**src/hw/rtl/vcr_pkg.sv**
```systemverilog
// types and constants of the virtual channel input port relay
package vcr_pkg;

    localparam int PAYLOAD_W   = 32;
    localparam int HOPS_W      = 8;
    localparam int VC_FIELD_W  = 3;
    localparam int CREDIT_W    = 3;
    localparam int DOWN_CRED_W = 8;
    localparam int NUMVC_W     = 4;
    localparam int CFG_DATA_W  = 16;
    localparam int S_TDATA_W   = 56;
    localparam int M_TDATA_W   = 48;

    localparam logic [NUMVC_W-1:0] NUMVC_RESET = 4'd4;
    localparam logic [HOPS_W-1:0]  HOPS_MAX    = 8'hFF;

    typedef enum logic [1:0] {
        CMD_RECEIVE = 2'd0,
        CMD_POP     = 2'd1,
        CMD_SKIP    = 2'd2,
        CMD_SEND    = 2'd3
    } cmd_t;

    typedef enum logic [1:0] {
        STAT_DONE     = 2'd0,
        STAT_BUSY     = 2'd1,
        STAT_BAD_VC   = 2'd2,
        STAT_OVERFLOW = 2'd3
    } status_t;

    typedef enum logic [1:0] {
        ST_IDLE,
        ST_EXEC,
        ST_READ
    } state_t;

    typedef enum logic {
        CFG_NUM_VCS = 1'b0,
        CFG_PORT_ID = 1'b1
    } cfg_idx_t;

endpackage

```
**src/hw/rtl/vc_input_port_relay_core.sv**
```systemverilog
// virtual channel input port relay: per-channel flit fifos in one slot memory
//
//  channel   direction  handshake            contents
//  s_        in         s_tvalid / s_tready  command (tuser), flit and link levels (tdata)
//  m_        out        m_tvalid / m_tready  status (tuser), flit, levels, credit (tdata)
//  cfg_      in         cfg_valid/cfg_ready  register index, write data
//
//  receive, skip and send pass through capture and execute
//  pop adds a read state after execute for the registered read of the slot memory
//  one item in work at a time; the next item is taken while a result waits on m_
//  a stalled m_ side holds the item in execute (a pop in its read state) until the
//  output register frees up
//  aresetn is synchronous; no clearing pass, the slot memory is read only where written
//  writing num_vcs empties every fifo at once through the fill counts and head pointers
module vc_input_port_relay_core #(
    parameter int MAX_VCS   = 8,
    parameter int BUF_DEPTH = 4
) (
    input  logic                             aclk,
    input  logic                             aresetn,
    // input items
    input  logic                             s_tvalid,
    output logic                             s_tready,
    // req_level, flit_vc, flit_payload, flit_hops, ack_level, down_free_slots, zero pad
    input  logic [vcr_pkg::S_TDATA_W-1:0]    s_tdata,
    // command
    input  logic [1:0]                       s_tuser,
    // result items
    output logic                             m_tvalid,
    input  logic                             m_tready,
    // out_vc, out_payload, out_hops, rx_ack_level, tx_req_level, credit_free
    output logic [vcr_pkg::M_TDATA_W-1:0]    m_tdata,
    // status
    output logic [1:0]                       m_tuser,
    // configuration writes
    input  logic                             cfg_valid,
    output logic                             cfg_ready,
    input  logic [0:0]                       cfg_index,
    input  logic [vcr_pkg::CFG_DATA_W-1:0]   cfg_data
);

    localparam int VC_W      = (MAX_VCS > 1) ? $clog2(MAX_VCS) : 1;
    localparam int NV_W      = $clog2(MAX_VCS + 1);
    localparam int PTR_W     = (BUF_DEPTH > 1) ? $clog2(BUF_DEPTH) : 1;
    localparam int CNT_W     = $clog2(BUF_DEPTH + 1);
    localparam int SUM_W     = CNT_W + 1;
    localparam int MEM_DEPTH = MAX_VCS * BUF_DEPTH;
    localparam int ADDR_W    = (MEM_DEPTH > 1) ? $clog2(MEM_DEPTH) : 1;
    localparam int SLOT_W    = vcr_pkg::PAYLOAD_W + vcr_pkg::HOPS_W;

    // fsm
    vcr_pkg::state_t state_reg, state_next;

    // captured item
    vcr_pkg::cmd_t                       cmd_reg;
    logic                                req_reg;
    logic [vcr_pkg::VC_FIELD_W-1:0]      vc_reg;
    logic [vcr_pkg::PAYLOAD_W-1:0]       pay_reg;
    logic [vcr_pkg::HOPS_W-1:0]          hops_reg;
    logic                                ack_reg;
    logic [vcr_pkg::DOWN_CRED_W-1:0]     dcred_reg;

    // port state
    logic [vcr_pkg::NUMVC_W-1:0]         num_vcs_reg;
    logic [VC_W-1:0]                     rr_reg;
    logic                                rx_level_reg;
    logic                                tx_level_reg;
    logic [CNT_W-1:0]                    fill_reg [MAX_VCS];
    logic [PTR_W-1:0]                    head_reg [MAX_VCS];

    // slot memory and its read side
    logic [SLOT_W-1:0]                   slot_mem [MEM_DEPTH];
    logic [SLOT_W-1:0]                   rd_data_reg;
    logic [VC_W-1:0]                     pop_vc_reg;
    logic [vcr_pkg::CREDIT_W-1:0]        pop_free_reg;

    // output register
    logic                                m_tvalid_reg;
    vcr_pkg::status_t                    out_status_reg, out_status_next;
    logic [vcr_pkg::VC_FIELD_W-1:0]      out_vc_reg, out_vc_next;
    logic [vcr_pkg::PAYLOAD_W-1:0]       out_pay_reg, out_pay_next;
    logic [vcr_pkg::HOPS_W-1:0]          out_hops_reg, out_hops_next;
    logic                                out_rx_reg;
    logic                                out_tx_reg;
    logic [vcr_pkg::CREDIT_W-1:0]        out_credit_reg, out_credit_next;

    // control from the fsm
    logic s_accept, cfg_accept, out_free, ld_out;
    logic push_en, pop_en, skip_en, rx_tog, tx_tog;

    // datapath
    logic [NV_W-1:0]          n_active;
    logic [VC_W-1:0]          vc_idx;
    logic [CNT_W-1:0]         rx_fill;
    logic [PTR_W-1:0]         rx_head;
    logic [SUM_W-1:0]         rx_sum;
    logic [PTR_W-1:0]         rx_slot;
    logic [ADDR_W-1:0]        wr_addr;
    logic [vcr_pkg::HOPS_W-1:0] hops_inc;
    logic                     rx_bad_vc, rx_full;
    logic [vcr_pkg::CREDIT_W-1:0] rx_free;

    logic                     found_hi, found_lo, pop_found;
    logic [VC_W-1:0]          pick_hi, pick_lo, pop_vc;
    logic [CNT_W-1:0]         pop_fill;
    logic [PTR_W-1:0]         pop_head, pop_head_next;
    logic [ADDR_W-1:0]        rd_addr;
    logic [vcr_pkg::CREDIT_W-1:0] pop_free;

    logic [VC_W-1:0]          rr_next;
    logic                     send_ok;

    assign s_tready   = (state_reg == vcr_pkg::ST_IDLE);
    assign cfg_ready  = (state_reg == vcr_pkg::ST_IDLE);
    assign s_accept   = s_tvalid & s_tready;
    assign cfg_accept = cfg_valid & cfg_ready;
    assign out_free   = !m_tvalid_reg || m_tready;

    // channels in use: zero acts as one, above the build limit clamps
    always_comb begin
        if (num_vcs_reg == '0) begin
            n_active = NV_W'(1);
        end else if (int'(num_vcs_reg) > MAX_VCS) begin
            n_active = NV_W'(MAX_VCS);
        end else begin
            n_active = NV_W'(num_vcs_reg);
        end
    end

    // receive path: tail slot is head plus fill, wrapped once
    assign vc_idx    = VC_W'(vc_reg);
    assign rx_bad_vc = int'(vc_reg) >= int'(n_active);
    assign rx_fill   = fill_reg[vc_idx];
    assign rx_head   = head_reg[vc_idx];
    assign rx_full   = (rx_fill == CNT_W'(BUF_DEPTH));
    assign rx_sum    = SUM_W'(rx_head) + SUM_W'(rx_fill);
    assign rx_slot   = (rx_sum >= SUM_W'(BUF_DEPTH)) ? PTR_W'(rx_sum - SUM_W'(BUF_DEPTH))
                                                      : PTR_W'(rx_sum);
    assign wr_addr   = ADDR_W'(int'(vc_idx) * BUF_DEPTH + int'(rx_slot));
    assign hops_inc  = (hops_reg == vcr_pkg::HOPS_MAX) ? vcr_pkg::HOPS_MAX
                                                       : hops_reg + 1'b1;
    assign rx_free   = vcr_pkg::CREDIT_W'(BUF_DEPTH - int'(rx_fill) - 1);

    // pop path: round robin pick, first non-empty channel at or above the pointer,
    // else the lowest non-empty channel below it
    always_comb begin
        found_hi = 1'b0;
        found_lo = 1'b0;
        pick_hi  = '0;
        pick_lo  = '0;
        for (int c = MAX_VCS - 1; c >= 0; c--) begin
            if (c < int'(n_active) && fill_reg[c] != '0) begin
                found_lo = 1'b1;
                pick_lo  = VC_W'(c);
                if (c >= int'(rr_reg)) begin
                    found_hi = 1'b1;
                    pick_hi  = VC_W'(c);
                end
            end
        end
    end

    assign pop_found     = found_hi | found_lo;
    assign pop_vc        = found_hi ? pick_hi : pick_lo;
    assign pop_fill      = fill_reg[pop_vc];
    assign pop_head      = head_reg[pop_vc];
    assign pop_head_next = (pop_head == PTR_W'(BUF_DEPTH - 1)) ? '0 : pop_head + 1'b1;
    assign rd_addr       = ADDR_W'(int'(pop_vc) * BUF_DEPTH + int'(pop_head));
    assign pop_free      = vcr_pkg::CREDIT_W'(BUF_DEPTH - int'(pop_fill) + 1);

    // skip wraps inside the channels in use
    assign rr_next = (int'(rr_reg) + 1 == int'(n_active)) ? '0 : rr_reg + 1'b1;

    // send needs a matching ack level and downstream credit
    assign send_ok = (tx_level_reg == ack_reg) && (dcred_reg != '0);

    // fsm: next state, commit enables and result fields
    always_comb begin
        state_next      = state_reg;
        ld_out          = 1'b0;
        push_en         = 1'b0;
        pop_en          = 1'b0;
        skip_en         = 1'b0;
        rx_tog          = 1'b0;
        tx_tog          = 1'b0;
        out_status_next = vcr_pkg::STAT_BUSY;
        out_vc_next     = '0;
        out_pay_next    = '0;
        out_hops_next   = '0;
        out_credit_next = '0;
        unique case (state_reg)
            vcr_pkg::ST_IDLE: begin
                if (s_accept) begin
                    state_next = vcr_pkg::ST_EXEC;
                end
            end
            vcr_pkg::ST_EXEC: begin
                unique case (cmd_reg)
                    vcr_pkg::CMD_RECEIVE: begin
                        if (out_free) begin
                            ld_out     = 1'b1;
                            state_next = vcr_pkg::ST_IDLE;
                            if (req_reg != rx_level_reg) begin
                                out_vc_next = vc_reg;
                                if (rx_bad_vc) begin
                                    out_status_next = vcr_pkg::STAT_BAD_VC;
                                end else if (rx_full) begin
                                    out_status_next = vcr_pkg::STAT_OVERFLOW;
                                end else begin
                                    out_status_next = vcr_pkg::STAT_DONE;
                                    out_hops_next   = hops_inc;
                                    out_credit_next = rx_free;
                                    push_en         = 1'b1;
                                    rx_tog          = 1'b1;
                                end
                            end
                        end
                    end
                    vcr_pkg::CMD_POP: begin
                        if (pop_found) begin
                            // state moves now, the flit comes out of memory next cycle
                            pop_en     = 1'b1;
                            state_next = vcr_pkg::ST_READ;
                        end else if (out_free) begin
                            ld_out     = 1'b1;
                            state_next = vcr_pkg::ST_IDLE;
                        end
                    end
                    vcr_pkg::CMD_SKIP: begin
                        if (out_free) begin
                            ld_out          = 1'b1;
                            skip_en         = 1'b1;
                            out_status_next = vcr_pkg::STAT_DONE;
                            state_next      = vcr_pkg::ST_IDLE;
                        end
                    end
                    vcr_pkg::CMD_SEND: begin
                        if (out_free) begin
                            ld_out     = 1'b1;
                            state_next = vcr_pkg::ST_IDLE;
                            if (send_ok) begin
                                out_status_next = vcr_pkg::STAT_DONE;
                                out_vc_next     = vc_reg;
                                out_pay_next    = pay_reg;
                                out_hops_next   = hops_reg;
                                tx_tog          = 1'b1;
                            end
                        end
                    end
                endcase
            end
            vcr_pkg::ST_READ: begin
                if (out_free) begin
                    ld_out          = 1'b1;
                    out_status_next = vcr_pkg::STAT_DONE;
                    out_vc_next     = vcr_pkg::VC_FIELD_W'(pop_vc_reg);
                    out_pay_next    = rd_data_reg[vcr_pkg::PAYLOAD_W-1:0];
                    out_hops_next   = rd_data_reg[SLOT_W-1:vcr_pkg::PAYLOAD_W];
                    out_credit_next = pop_free_reg;
                    state_next      = vcr_pkg::ST_IDLE;
                end
            end
            default: begin
                state_next = vcr_pkg::ST_IDLE;
            end
        endcase
    end

    always_ff @(posedge aclk) begin
        if (!aresetn) begin
            state_reg <= vcr_pkg::ST_IDLE;
        end else begin
            state_reg <= state_next;
        end
    end

    // item capture
    always_ff @(posedge aclk) begin
        if (s_accept) begin
            cmd_reg   <= vcr_pkg::cmd_t'(s_tuser);
            req_reg   <= s_tdata[0];
            vc_reg    <= s_tdata[3:1];
            pay_reg   <= s_tdata[35:4];
            hops_reg  <= s_tdata[43:36];
            ack_reg   <= s_tdata[44];
            dcred_reg <= s_tdata[52:45];
        end
    end

    // fifo bookkeeping, levels, pointer and configuration
    always_ff @(posedge aclk) begin
        if (!aresetn) begin
            num_vcs_reg  <= vcr_pkg::NUMVC_RESET;
            rr_reg       <= '0;
            rx_level_reg <= 1'b0;
            tx_level_reg <= 1'b0;
            for (int c = 0; c < MAX_VCS; c++) begin
                fill_reg[c] <= '0;
                head_reg[c] <= '0;
            end
        end else begin
            if (cfg_accept) begin
                unique case (vcr_pkg::cfg_idx_t'(cfg_index))
                    vcr_pkg::CFG_NUM_VCS: begin
                        // new channel count empties every fifo
                        num_vcs_reg <= cfg_data[vcr_pkg::NUMVC_W-1:0];
                        rr_reg      <= '0;
                        for (int c = 0; c < MAX_VCS; c++) begin
                            fill_reg[c] <= '0;
                            head_reg[c] <= '0;
                        end
                    end
                    vcr_pkg::CFG_PORT_ID: begin
                        // port id is not stored and leaves no trace in results
                    end
                endcase
            end
            if (push_en) begin
                fill_reg[vc_idx] <= rx_fill + 1'b1;
            end
            if (pop_en) begin
                fill_reg[pop_vc] <= pop_fill - 1'b1;
                head_reg[pop_vc] <= pop_head_next;
            end
            if (skip_en) begin
                rr_reg <= rr_next;
            end
            if (rx_tog) begin
                rx_level_reg <= ~rx_level_reg;
            end
            if (tx_tog) begin
                tx_level_reg <= ~tx_level_reg;
            end
        end
    end

    // slot memory: one write port for receive, one registered read port for pop
    always_ff @(posedge aclk) begin
        if (push_en) begin
            slot_mem[wr_addr] <= {hops_inc, pay_reg};
        end
        if (pop_en) begin
            rd_data_reg  <= slot_mem[rd_addr];
            pop_vc_reg   <= pop_vc;
            pop_free_reg <= pop_free;
        end
    end

    // output register
    always_ff @(posedge aclk) begin
        if (!aresetn) begin
            m_tvalid_reg <= 1'b0;
        end else if (ld_out) begin
            m_tvalid_reg <= 1'b1;
        end else if (m_tready) begin
            m_tvalid_reg <= 1'b0;
        end
    end

    always_ff @(posedge aclk) begin
        if (ld_out) begin
            out_status_reg <= out_status_next;
            out_vc_reg     <= out_vc_next;
            out_pay_reg    <= out_pay_next;
            out_hops_reg   <= out_hops_next;
            out_rx_reg     <= rx_level_reg ^ rx_tog;
            out_tx_reg     <= tx_level_reg ^ tx_tog;
            out_credit_reg <= out_credit_next;
        end
    end

    assign m_tvalid = m_tvalid_reg;
    assign m_tuser  = out_status_reg;
    assign m_tdata  = {out_credit_reg, out_tx_reg, out_rx_reg,
                       out_hops_reg, out_pay_reg, out_vc_reg};

endmodule

```
**config.mk**
```make
export PLATFORM = sky130hd
export DESIGN_NAME = vc_input_port_relay_core
export DESIGN_NICKNAME = d
export VERILOG_FILES = /design/src/hw/rtl/vcr_pkg.sv /design/src/hw/rtl/vc_input_port_relay_core.sv
export SDC_FILE = /design/constraint.sdc
export NUM_CORES = 2
export LEC_CHECK = 0
export ABC_AREA = 1
export BUFFER_PORTS_ARGS = -buffer_cell sky130_fd_sc_hd__buf_2
export CAP_MARGIN = 20
export CORE_MARGIN = 10
export CORE_UTILIZATION = 57
export CTS_CLUSTER_SIZE = 10
export DETAILED_ROUTE_END_ITERATION = 10
export GPL_ROUTABILITY_DRIVEN = 0
export PLACE_DENSITY = 0.87
export SYNTH_ARGS = -nofsm -noshare
export SYNTH_HDL_FRONTEND = slang
export SYNTH_SLANG_ARGS = --single-unit
```
**constraint.sdc**
```tcl
create_clock -name aclk -period 5.1 [get_ports aclk]
set_input_delay 0.765 -clock aclk [delete_from_list [all_inputs] [get_ports aclk]]
set_output_delay 0.765 -clock aclk [all_outputs]
set_load 0.01 [all_outputs]
```
Word level (Yosys, flattened, before mapping)
Memories as Yosys holds them, arrays and structs flattened. A register that Yosys moved wholly into a read port is not among the register bits.
Cells that the tools add are included.

cells by class
  $add $sub $neg = 14
  order comparisons = 18
  equality and inequality tests = 13
  multiplexer cells = 156
  bitwise gates (word level) = 24
  reductions and logical operators = 31

operators with widths
  kind                 count
  $mux 3               53
  $mux 32              4
  $mux 8               8
  $pmux 32 s2          1
  $mux 1               59
  $mux 2               18
  $pmux 8 s2           2
  $reduce_bool 3->1    8
  $pmux 3 s2           3
  $or 1x1->1           17
  $lt 3x4->1 const A   4
  $pmux 2 s3           2
  $add 5x2->5          2
  $ge 3x3->1 const A   3
  $logic_and 1x1->1    9
  $reduce_or 3->1      3
  $add 8x1->8 const B  1
  $eq 2x2->1 const B   4
  $eq 8x8->1 const B   1
  $lt 1x4->1 const A   2
  $lt 2x4->1 const A   2
  $mux 4               2
  $pmux 2 s2           2
  $reduce_bool 8->1    1
  31 further kinds     45

word-level totals
  bits in registers = 123
  bits in writable memories = 1320
  input bits = 80
  output and inout bits = 53
  word-level logic and storage cells = 281
  memories = 3

memory list
  name      depth  width  read ports  clocked after memory_dff  wr ports  line                            RTL
  slot_mem  32     40     1           1                         1         vc_input_port_relay_core.sv:72  logic [SLOT_W-1:0] slot_mem [MEM_DEPTH];
  fill_reg  8      3      10          1                         8         vc_input_port_relay_core.sv:68  logic [CNT_W-1:0] fill_reg [MAX_VCS];
  head_reg  8      2      2           1                         8         vc_input_port_relay_core.sv:69  logic [PTR_W-1:0] head_reg [MAX_VCS];

Depth between registers and ports, before layout
  word-level depth = 29
  depth in mapped cells = 28
  gate-level depth less buffers = 25

Worst setup path before layout
OpenSTA, ideal clock, no wires.

  path type = flip-flop to flip-flop
  from = reg with a tool-made name
  to = mem slot_mem[12][0] in the netlist's numbering (enable)
  data arrival time = 4.495 ns
  data required time = 4.663 ns
  path slack = 0.167 ns
  cell stages (with the launch flop) = 18
  buffers on the path = 2
  cell sequence = dfxtp_1 > clkbuf_1 > clkbuf_1 > o21ai_0 > o21ai_0 > inv_1 > o21ai_0 > inv_1 > ha_1 > inv_1 > nor2_1 > nor3_1 > inv_1 > nor2_1 > inv_1 > nor2_1 > nand3_1 > nor2_1

RTL lines
  what       line
  to (decl)  vc_input_port_relay_core.sv:72

==> flow_summary.json <==
{
  "status": "finished clean",
  "grt_max_degree": 179,
  "via_per_inst": 5.735,
  "htreeDepth": 4,
  "avgSynthCellArea_um2": 9.901,
  "path_clk_slew_ps": 60,
  "synth-edff-count": 1471,
  "synth_commonest_cells": "nand2_1 (2,367), edfxtp_1 (1,471), inv_1 (1,370)",
  "min_period_ps": 4789,
  "drtIter0Drc": 7875,
  "setup_viol": 0,
  "grt-ovfl-total": 0,
  "numCtsBuffers": 168,
  "place_hpwl_mm": 96.90,
  "synth_area_leaders": "edfxtp_1 (67%), nand2_1 (14%), inv_1 (7.8%)",
  "final_net_count": 6897,
  "clkLatencyLatePin_ps": 790,
  "crit_fanout": 12,
  "yosysMostFrequentCell": "nand2_1",
  "rsz0062_at_grt": "false",
  "vias": 47880,
  "core_um2": 114300,
  "io_buffers": 117,
  "synth.net_count": 6736,
  "cts.path.max_buffers": 3,
  "hold_violations": 0,
  "finalCritPeriodShare": 0.9391,
  "dr.pass1.iters": 7,
  "start_util": 0.5746,
  "drv_cap": 0,
  "first_global_vias": 47640,
  "finalSetupTns_ps": 0,
  "critPathKind": "flop to flop",
  "grtUsageTotal": 0.2647,
  "leakage_nw": 32.50,
  "post_cts_buffers": 0,
  "cts_sinks": 1486,
  "slew_viol_final": 0,
  "seq_area_frac_synth": 0.6769,
  "layout_setup_ws_ps": 310.7,
  "finClkSkew_ps": 54.71,
  "die-area_um2": 129200,
  "tritoncts": "built",
  "grt_pass1_wl_mm": 266.6,
  "hp-start": "s_tdata[38]",
  "die_x_um": 359.5,
  "yosysTopAreaCell": "edfxtp_1",
  "ys.flop_type": "edfxtp_1",
  "postCtsHoldBufs": 0,
  "min_to": "hops_reg[2]$_DFFE_PP_",
  "cp-end-kind": "flop",
  "slew_headroom": 0.2422,
  "min_path_cells": 1,
  "antenna_found_initial": 3,
  "drc": 0,
  "wl_mm": 177.6,
  "placementRows": 124,
  "ant_nets": 0,
  "ys_ff_latch": 1486,
  "rr_worst_depth": 19,
  "yosys_warnings": 0,
  "start_kind": "flop",
  "synth_top_cell_area_share": 0.6723,
  "r2r-end": "slot_mem[26][1]$_DFFE_PP_",
  "synth_area_um2": 65700,
  "dp_slack_ps": 595.6,
  "drive_gt1_frac": 0.07695,
  "root_buffer": "clkbuf_16",
  "cp.required_ps": 5550,
  "tightestPinTransition_ps": 1137,
  "synth_cell_types": 46,
  "synth_cells": 6636,
  "die_height_um": 359.5,
  "power.density_nw_per_um2": 389.4,
  "cts_resized": 0,
  "ir_worst_vdd_v": 0.0002860,
  "ios": 133,
  "timing.fmax_mhz": 208.8,
  "async_flop_share": 0,
  "hold_path.class": "input port to flop",
  "arrival_ps": 5240,
  "reg2reg_setup_slack_ps": 310,
  "syn_to_final_growth_pct": 12.01,
  "utilization": 0.6436,
  "wl_per_cell_um": 21.27,
  "largest_reg_flops": 1280
}
[power by group]
part	total (mW)	leakage, nW	switching [mW]	internal (mW)
clock network	10.6	2.26	4.62	6.01
logic	4.21	16.8	3.08	1.12
registers	13.8	13.5	0.137	13.7
[area by class of cell]
cell class | count | area (um2)
fillers | 7506 | 40750
well taps | 1512 | 1892
clock inverters | 15 | 286.5
repair buffers | 261 | 2489
flip-flops and latches | 1486 | 44470
multi-input cells | 3497 | 14880
inverters | 1383 | 5201
diodes | 1 | 2.502
clock buffers | 194 | 4364
[kinds of logic after synthesis]
| group | share of synthesized area |
|---|---|
| compound gates | 0.01362 |
| xor+xnor | 0.0009141 |
| fa+ha+maj | 0.003809 |
| buf+inv | 0.1011 |
| flops | 0.6769 |
| simple gates | 0.2037 |
[cell usage in the layout (no fill, tap or decap), drive strengths merged, types with 13 or more instances in the layout]
cell	netlist	layout
nand2	2372	2372
edfxtp	1471	1471
inv	1380	1386
nand3	670	670
buf	215	261
nor2	238	238
clkbuf	55	194
a21oi	77	77
o21ai	55	55
ha	20	20
dfxtp	15	15
o22ai	13	13
[stage by stage]
step / total power [mW] / area [um2] / hold slack (ps) / std cells
floorplan: 16.84 / 65700 / 476.3 / 6636
finish: 28.65 / 73590 / 154.5 / 8349
CTS: 28.54 / 73360 / 125.9 / 8338
global route: 29.50 / 73590 / 134.3 / 8348
global placement: 17.84 / 68700 / 494.9 / 8128
detailed placement: 18.02 / 68710 / 518.5 / 8129
[worst max-delay path, stage by stage, from the launching register on]
cell and delay (ps):
dfxtp_1 580, inv_1 280, a21oi_1 180, o21ai_0 100, nand2_1 80, nand2_1 40, o21ai_0 180, inv_1 140
ha_1 250, inv_1 60, nor2_1 60, nor3_1 180, buf_4 160, inv_1 110, nor2_1 230, inv_1 140
nor2_1 460, nand2_1 400, nor2_4 520, buf_4 280
[routing by layer]
metal	vias to the layer above	global-route usage	wire length [um]	part of all wire
met3	799	0.05945	24400	0.14
met5	-	0	13	0.000073
met4	2	0.1524	10660	0.060
met1	22200	0.3281	59870	0.34
li1	21080	-	-	-
met2	3805	0.4270	82660	0.47
[worst max path at each step]
stage / cells past startpoint / to / slack (ps) / from
2_1_floorplan: 17 / slot_mem[12][0]$_DFFE_PP_ / 170 / flop
3_3_place_gp: 19 / slot_mem[26][23]$_DFFE_PP_ / 720 / flop
3_5_place_dp: 19 / slot_mem[26][23]$_DFFE_PP_ / 600 / flop
4_1_cts: 19 / slot_mem[26][1]$_DFFE_PP_ / 490 / flop
5_1_grt: 19 / slot_mem[26][1]$_DFFE_PP_ / 100 / flop
6_report: 19 / slot_mem[26][1]$_DFFE_PP_ / 310 / flop
Power figures use the tool's default switching activity.
